===== src/rtl/core/fsd_pkg.sv =====
// shared types, constants and arithmetic helpers of the dither core
package fsd_pkg;

  localparam int unsigned MaxWidthDef  = 2048;
  localparam int unsigned CfgIdxW      = 2;
  localparam int unsigned CfgDataW     = 16;
  localparam int unsigned LevelsW      = 9;
  localparam int unsigned FrameWidthW  = 12;
  localparam int unsigned FrameHeightW = 16;
  localparam int unsigned PixW         = 8;
  localparam int unsigned DivW         = 9;

  localparam logic [CfgIdxW-1:0] RegLevels      = 2'd0;
  localparam logic [CfgIdxW-1:0] RegFrameWidth  = 2'd1;
  localparam logic [CfgIdxW-1:0] RegFrameHeight = 2'd2;

  localparam logic [LevelsW-1:0]      LevelsRst      = 9'd2;
  localparam logic [FrameWidthW-1:0]  FrameWidthRst  = 12'd640;
  localparam logic [FrameHeightW-1:0] FrameHeightRst = 16'd480;

  localparam logic OpPixel = 1'b0;
  localparam logic OpDrain = 1'b1;

  // diffusion weights in sixteenths
  localparam logic [2:0] WRight      = 3'd7;
  localparam logic [2:0] WBelowLeft  = 3'd3;
  localparam logic [2:0] WBelow      = 3'd5;
  localparam logic [2:0] WBelowRight = 3'd1;

  localparam logic [DivW-1:0] StepNum = 9'd256;
  localparam logic [DivW-1:0] GapNum  = 9'd255;
  localparam logic [PixW-1:0] PixMax  = 8'd255;

  typedef enum logic [1:0] {
    PK_P1    = 2'd0,
    PK_P2    = 2'd1,
    PK_DRAIN = 2'd2
  } proc_e;

  typedef enum logic [1:0] {
    DK_STEP  = 2'd0,
    DK_GAP   = 2'd1,
    DK_QUANT = 2'd2
  } div_e;

  typedef struct packed {
    logic  in_latch;
    logic  raw_wr;
    logic  load_ba;
    logic  rd;
    logic  div_start;
    div_e  div_kind;
    logic  set_der;
    logic  map;
    logic  emit;
    logic  wr2;
    logic  adv_pixel;
    logic  adv_drain;
    proc_e kind;
  } cmd_t;

  typedef struct packed {
    logic op_drain;
    logic frame_full;
    logic row_zero;
    logic col_zero;
    logic col_last;
    logic x_zero;
    logic der_ok;
    logic div_done;
    logic out_free;
  } status_t;

  // saturating add of a signed share to a pixel
  function automatic logic [PixW-1:0] add_sat(logic [PixW-1:0] a, logic signed [7:0] d);
    logic signed [9:0] s;
    s = $signed({2'b00, a}) + 10'(d);
    if (s < 0) begin
      return '0;
    end else if (s > 10'sd255) begin
      return PixMax;
    end else begin
      return s[7:0];
    end
  endfunction

  // e * k / 16, truncated toward zero
  function automatic logic signed [7:0] share(logic signed [9:0] e, logic [2:0] k);
    logic signed [13:0] t;
    logic [13:0] mag;
    logic [13:0] q;
    t = 14'(e) * $signed({11'd0, k});
    mag = (t < 0) ? 14'(-t) : 14'(t);
    q = mag >> 4;
    return (t < 0) ? 8'(-$signed(q)) : 8'(q);
  endfunction

endpackage


===== src/rtl/core/fsd_ctrl.sv =====
// sequencer of the dither core
module fsd_ctrl (
  input  logic             clk_i,
  input  logic             rst_ni,
  input  logic             in_valid_i,
  output logic             in_ready_o,
  input  fsd_pkg::status_t st_i,
  output fsd_pkg::cmd_t    cmd_o
);
  import fsd_pkg::*;

  typedef enum logic [11:0] {
    ST_IDLE      = 12'b000000000001,
    ST_DISPATCH  = 12'b000000000010,
    ST_STEP_GO   = 12'b000000000100,
    ST_STEP_WAIT = 12'b000000001000,
    ST_GAP_GO    = 12'b000000010000,
    ST_GAP_WAIT  = 12'b000000100000,
    ST_READ      = 12'b000001000000,
    ST_OPER      = 12'b000010000000,
    ST_DIV_WAIT  = 12'b000100000000,
    ST_MAP       = 12'b001000000000,
    ST_EMIT      = 12'b010000000000,
    ST_WRITE2    = 12'b100000000000
  } state_e;

  state_e state_q, state_d;
  proc_e  kind_q, kind_d;

  always_comb begin
    state_d    = state_q;
    kind_d     = kind_q;
    cmd_o      = '0;
    cmd_o.kind = kind_q;
    in_ready_o = 1'b0;
    unique case (state_q)
      ST_IDLE: begin
        in_ready_o = 1'b1;
        if (in_valid_i) begin
          cmd_o.in_latch = 1'b1;
          state_d        = ST_DISPATCH;
        end
      end
      ST_DISPATCH: begin
        if (!st_i.der_ok) begin
          state_d = ST_STEP_GO;
        end else if (st_i.op_drain) begin
          if (st_i.frame_full) begin
            kind_d  = PK_DRAIN;
            state_d = ST_READ;
          end else begin
            state_d = ST_IDLE;
          end
        end else if (st_i.frame_full) begin
          state_d = ST_IDLE;
        end else if (st_i.row_zero) begin
          cmd_o.raw_wr    = 1'b1;
          cmd_o.adv_pixel = 1'b1;
          state_d         = ST_IDLE;
        end else if (st_i.col_zero) begin
          cmd_o.load_ba = 1'b1;
          if (st_i.col_last) begin
            kind_d  = PK_P2;
            state_d = ST_READ;
          end else begin
            cmd_o.adv_pixel = 1'b1;
            state_d         = ST_IDLE;
          end
        end else begin
          kind_d  = PK_P1;
          state_d = ST_READ;
        end
      end
      ST_STEP_GO: begin
        cmd_o.div_start = 1'b1;
        cmd_o.div_kind  = DK_STEP;
        state_d         = ST_STEP_WAIT;
      end
      ST_STEP_WAIT: begin
        if (st_i.div_done) state_d = ST_GAP_GO;
      end
      ST_GAP_GO: begin
        cmd_o.div_start = 1'b1;
        cmd_o.div_kind  = DK_GAP;
        state_d         = ST_GAP_WAIT;
      end
      ST_GAP_WAIT: begin
        if (st_i.div_done) begin
          cmd_o.set_der = 1'b1;
          state_d       = ST_DISPATCH;
        end
      end
      ST_READ: begin
        cmd_o.rd = 1'b1;
        state_d  = ST_OPER;
      end
      ST_OPER: begin
        cmd_o.div_start = 1'b1;
        cmd_o.div_kind  = DK_QUANT;
        state_d         = ST_DIV_WAIT;
      end
      ST_DIV_WAIT: begin
        if (st_i.div_done) state_d = ST_MAP;
      end
      ST_MAP: begin
        cmd_o.map = 1'b1;
        state_d   = ST_EMIT;
      end
      ST_EMIT: begin
        if (st_i.out_free) begin
          cmd_o.emit = 1'b1;
          unique case (kind_q)
            PK_P1: begin
              if (st_i.col_last) begin
                kind_d  = PK_P2;
                state_d = ST_READ;
              end else begin
                cmd_o.adv_pixel = 1'b1;
                state_d         = ST_IDLE;
              end
            end
            PK_P2: begin
              if (!st_i.x_zero) begin
                state_d = ST_WRITE2;
              end else begin
                cmd_o.adv_pixel = 1'b1;
                state_d         = ST_IDLE;
              end
            end
            default: begin
              cmd_o.adv_drain = 1'b1;
              state_d         = ST_IDLE;
            end
          endcase
        end
      end
      ST_WRITE2: begin
        cmd_o.wr2       = 1'b1;
        cmd_o.adv_pixel = 1'b1;
        state_d         = ST_IDLE;
      end
      default: begin
        state_d = ST_IDLE;
      end
    endcase
  end

  always_ff @(posedge clk_i or negedge rst_ni) begin
    if (!rst_ni) begin
      state_q <= ST_IDLE;
      kind_q  <= PK_P1;
    end else begin
      state_q <= state_d;
      kind_q  <= kind_d;
    end
  end

  a_emit_free: assert property (@(posedge clk_i) disable iff (!rst_ni)
    cmd_o.emit |-> st_i.out_free)
    else $error("result loaded while output register still full");

  a_read_der: assert property (@(posedge clk_i) disable iff (!rst_ni)
    (state_q == ST_READ) |-> st_i.der_ok)
    else $error("pixel read before quantiser constants are ready");

  a_accept: assert property (@(posedge clk_i) disable iff (!rst_ni)
    (state_q == ST_IDLE && in_valid_i) |=> (state_q == ST_DISPATCH))
    else $error("accepted request not dispatched");
endmodule


===== config.mk =====
export PLATFORM = sky130hd
export DESIGN_NAME = fsd_ctrl
export DESIGN_NICKNAME = d
export VERILOG_FILES = /design/src/rtl/core/fsd_pkg.sv /design/src/rtl/core/fsd_ctrl.sv
export SDC_FILE = /design/constraint.sdc
export NUM_CORES = 1
export LEC_CHECK = 0
export ABC_AREA = 1
export BUFFER_PORTS_ARGS = -buffer_cell sky130_fd_sc_hd__buf_2
export CORE_ASPECT_RATIO = 0.7
export CORE_MARGIN = 8
export CORE_UTILIZATION = 46
export DETAILED_ROUTE_END_ITERATION = 10
export PLACE_DENSITY_LB_ADDON = 0.2
export SLEW_MARGIN = 25
export SYNTH_ARGS = -nofsm -noshare
export SYNTH_HDL_FRONTEND = slang
export SYNTH_SLANG_ARGS = --single-unit
export TNS_END_PERCENT = 100

===== constraint.sdc =====
create_clock -name clk_i -period 1.26 [get_ports clk_i]
set_input_delay 0.252 -clock clk_i [delete_from_list [all_inputs] [get_ports clk_i]]
set_output_delay 0.252 -clock clk_i [all_outputs]
set_load 0.05 [all_outputs]

==> flow_metrics.env, run 1 <==
export IMPL_htree_num_levels=1
export IMPL_die_h_um=55.97
export IMPL_clock_sinks=14
export IMPL_place_area_mm2=0.001749
export IMPL_dp_slack_ns=-0.5029
export IMPL_std_cell_rows=14
export IMPL_die_w_um=73.10
export IMPL_synthDistinctLibCells=19
export IMPL_yosys_register_bits=14
export IMPL_gp_congestion=0.8906
export IMPL_synthCells=168
export IMPL_ys_seq_area_share_pct=33.49
export IMPL_yosysWarningCount=0
export IMPL_clockRootBuffer="clkbuf_4"
export IMPL_cts_buffer_depth=2
export IMPL_syn_avg_cell_area_um2=6.249
export IMPL_failing_step="clock tree synthesis"
export IMPL_start_util_pct=48.72
export IMPL_post_cts_setup_buffers=8
export IMPL_cts_resized_gates=67
export IMPL_dp_final_hpwl_um=3270
export IMPL_synth_nets=180
export IMPL_toolErrorMsg="[ERROR DPL-0033] detailed placement checks failed during check placement."
export IMPL_pin_count=28
export IMPL_placement_io_buffers=27
export IMPL_netlist_area_mm2=0.001050
export IMPL_hold_buffers=1
export IMPL_outcome="did not finish"
export IMPL_numCtsBuffers=3
## logic make-up after synthesis
group / Yosys count / share of synthesized area [%]
DFF: 14 / 33.49
buffers and inverters: 30 / 10.73
AOI/OAI and AO/OA: 13 / 7.152
and+or+nand+nor: 111 / 48.63
## metrics by stage
step                util, %  cells
detailed placement    81.18    277
global placement      81.18    277
floorplan                 -    168
## Yosys cell counts (all sizes together)
cell    n  share of area [%]
a21oi   3                1.8
dfrtp  13                 31
dfstp   1                2.5
inv    30                 11
nand2  47                 18
nand3  11                5.2
nand4   3                1.8
nor2   35                 16
nor3   12                6.2
nor4    3                1.8
o21ai   9                4.6
o31ai   1               0.72
==> inputs of run 2 (changes only) <==
--- a/config.mk
+++ b/config.mk
@@ -7,11 +7,10 @@
 export LEC_CHECK = 0
 export ABC_AREA = 1
 export BUFFER_PORTS_ARGS = -buffer_cell sky130_fd_sc_hd__buf_2
-export CORE_ASPECT_RATIO = 0.7
-export CORE_MARGIN = 8
-export CORE_UTILIZATION = 46
+export CORE_AREA = 8 8 69 71
 export DETAILED_ROUTE_END_ITERATION = 10
-export PLACE_DENSITY_LB_ADDON = 0.2
+export DIE_AREA = 0 0 77 79
+export PLACE_DENSITY_LB_ADDON = 0.15
 export SLEW_MARGIN = 25
 export SYNTH_ARGS = -nofsm -noshare
 export SYNTH_HDL_FRONTEND = slang
==> constraint.sdc (replaced) <==
create_clock -name clk_i -period 1.6 [get_ports clk_i]
set_input_delay 0.32 -clock clk_i [delete_from_list [all_inputs] [get_ports clk_i]]
set_output_delay 0.32 -clock clk_i [all_outputs]
set_load 0.05 [all_outputs]
==> flow_metrics.env, run 2 <==
export IMPL_drv_cap=0
export IMPL_synthTopCellsByCount="nand2_1 (42), inv_1 (29), nor2_1 (28)"
export IMPL_worstRegToRegCells=11
export IMPL_dp_final_hpwl_um=2869
export IMPL_grt_use_total_pct=13.29
export IMPL_fin_hold_ws_ns=0.2891
export IMPL_placement_io_buffers=27
export IMPL_synth_most_common_cell="nand2_1"
export IMPL_holdCritPathClass="in2reg"
export IMPL_p_total_mw=2.341
export IMPL_dp_cells=282
export IMPL_largestRegisters="state_q: 12 flops, kind_q: 2 flops"
export IMPL_ir_drop_mv=0.6821
export IMPL_syn_avg_cell_area_um2=6.249
export IMPL_synthArstFlopShare_pct=100.0
export IMPL_first_pass_iters=4
export IMPL_synth_nets=180
export IMPL_post_route_min_period_ns=1.934
export IMPL_layout_nets=257
export IMPL_finClkSkew_ns=0.0007790
export IMPL_start_util_pct=27.64
export IMPL_fillers=357
export IMPL_ant_nets=0
export IMPL_yosys_most_used_dff="dfrtp_1"
export IMPL_worstPathArrival_ns=1.61
export IMPL_crit_type="reg2out"
export IMPL_pin_count=28
export IMPL_numCtsBuffers=3
export IMPL_largest_register_ffs=12
export IMPL_ys_seq_area_share_pct=33.49
export IMPL_gp_congestion=0.8056
export IMPL_fin_ws_ns=-0.3337
export IMPL_utilization_pct=53.66
export IMPL_grt_pass1_wl_um=6630
export IMPL_netlist_area_mm2=0.001050
export IMPL_yosys_register_bits=14
export IMPL_core_mm2=0.003799
export IMPL_holdPathEnd="state_q[2]"
export IMPL_violations="negative setup slack"
export IMPL_syn_to_final_growth_pct=94.16
export IMPL_end_kind="primary output"
export IMPL_die_w_um=77
export IMPL_grt_pass1_vias=1521
export IMPL_critPathMaxFanout=3
export IMPL_yosysWarningCount=0
export IMPL_p_per_area_mw_per_mm2=1149
export IMPL_diodes=0
export IMPL_post_drt_via_cell_ratio=4.531
export IMPL_netlist_top_cells_area="dfrtp_1 (31%), nand2_1 (15%), inv_1 (10%), nor2_1 (10%), nand3_1 (5.2%)"
export IMPL_synthDistinctLibCells=19
export IMPL_timing_rr_start="state_q[5]"
export IMPL_std_cell_rows=23
export IMPL_path_clk_slew_ns=0.06
export IMPL_drt_iter0_markers=36
export IMPL_drive_above_1_share_pct=53.28
export IMPL_final_common_cell="buf_4"
export IMPL_dieArea_mm2=0.006083
export IMPL_critical_path_required_ns=1.28
export IMPL_synth_top_cell_by_area="dfrtp_1"
export IMPL_grt_max_degree=15
export IMPL_hold_viol_final=0
export IMPL_clockRootBuffer="clkbuf_8"
export IMPL_rr_endpoint="kind_q[0]"
export IMPL_antenna_found_initial=0
export IMPL_vias=1332
export IMPL_layout_common_cells="buf_4 (37), nand2_1 (31), inv_1 (25)"
export IMPL_r2r_slack_ns=-0.14
export IMPL_seq_area_um2=351.6
export IMPL_overflow=0
export IMPL_min_from="st_i[2]"
export IMPL_setup_viol=25
export IMPL_tritoncts="done"
export IMPL_hold_depth=2
export IMPL_fin_cells=294
export IMPL_die_h_um=79
export IMPL_relSlewSlack_pct=77.08
export IMPL_cts_buffer_depth=2
export IMPL_outcome="finished with violations"
export IMPL_htree_num_levels=1
export IMPL_totalWireLength_um=3763
export IMPL_worstMarginPinSlew_ns=0.3437
export IMPL_rsz0062_at_grt="true"
export IMPL_place_area_mm2=0.001623
export IMPL_drv_slew=0
export IMPL_synth_top_area_share_pct=30.99
export IMPL_insertion_delay_ns=0.24
export IMPL_max_freq_ghz=0.5171
export IMPL_final_area_mm2=0.002038
export IMPL_start_kind="flip-flop"
export IMPL_regMostFlops="state_q"
export IMPL_timing_final_crit_share_pct=120.9
export IMPL_power_leakage_nw=1.139
export IMPL_synthCells=168
export IMPL_synth_edff_count=0
export IMPL_multi_input_area_um2=837.1
export IMPL_wire_per_inst_um=12.80
export IMPL_clock_sinks=14
export IMPL_drcViolationCount=0
-- run 2: cell counts after synthesis --
Identical to the previous run, type by type.
-- run 2: final cells by class --
type | instances | area share [%]
sequential | 14 | 17.25
timing repair buffer | 72 | 30.39
tap | 50 | 3.069
multi-input combinational | 124 | 41.07
inverter | 30 | 5.525
clock buffer | 4 | 2.701
-- run 2: worst max path at each step --
stage,start,cells after the start,end
floorplan,state_q[8],5,cmd_o[12]
global placement,state_q[10],7,cmd_o[13]
detailed placement,state_q[11],7,cmd_o[13]
CTS,state_q[8],7,cmd_o[12]
global route,state_q[9],7,cmd_o[12]
finish,state_q[9],7,cmd_o[12]
-- run 2: where the power goes --
group / internal [mW] / switching [mW] / leakage [nW] / total, mW
sequential: 0.427 / 0.0585 / 0.188 / 0.485
clock: 0.218 / 0.129 / 0.0288 / 0.347
combinational: 0.616 / 0.893 / 0.922 / 1.51
total: 1.26 / 1.08 / 1.14 / 2.34
-- run 2: through the flow --
step                setup TNS (ns)  setup WS [ns]
finish                      -4.586        -0.3337
global route                -6.858        -0.4154
CTS                         -4.882        -0.3555
detailed placement          -3.198        -0.2101
global placement            -3.345        -0.2206
floorplan                   -1.262        -0.2378
-- run 2: logic make-up (layout without fill, tap and decap cells) --
group,Yosys count,after routing,share of synthesized area [%]
and+or+nand+nor,111,111,48.63
buffers and inverters,30,106,10.73
DFF,14,14,33.49
AOI/OAI and AO/OA,13,13,7.152
-- run 2: what timing repair did --
item / 4_1_cts / 5_1_grt
resized for setup: 63 / 24
setup endpoints to repair: 25 / 25
buffers inserted: 6 / 6
pin swaps: 14 / 15
hold endpoints to repair: 13 / 0
hold buffers: 1 / 0
-- run 2: routing by layer --
metal  share of wire (%)  vias to the layer above  global-route usage (%)
met4                 3.4                        0                   7.358
met2                  52                       26                   25.32
met5                   0                        -                       0
met3                 2.2                       10                   2.257
li1                    -                      681                       -
met1                  43                      615                   13.52
-- run 2: critical path, cell delays in order (launching register included) --
cell,delay (ns)
dfrtp_1,0.41
nor2_4,0.15
nand2_2,0.10
nor2_4,0.15
nand3_4,0.09
buf_6,0.14
nor4_4,0.14
buf_6,0.19
Note: power is estimated with default switching activity, not from simulation.
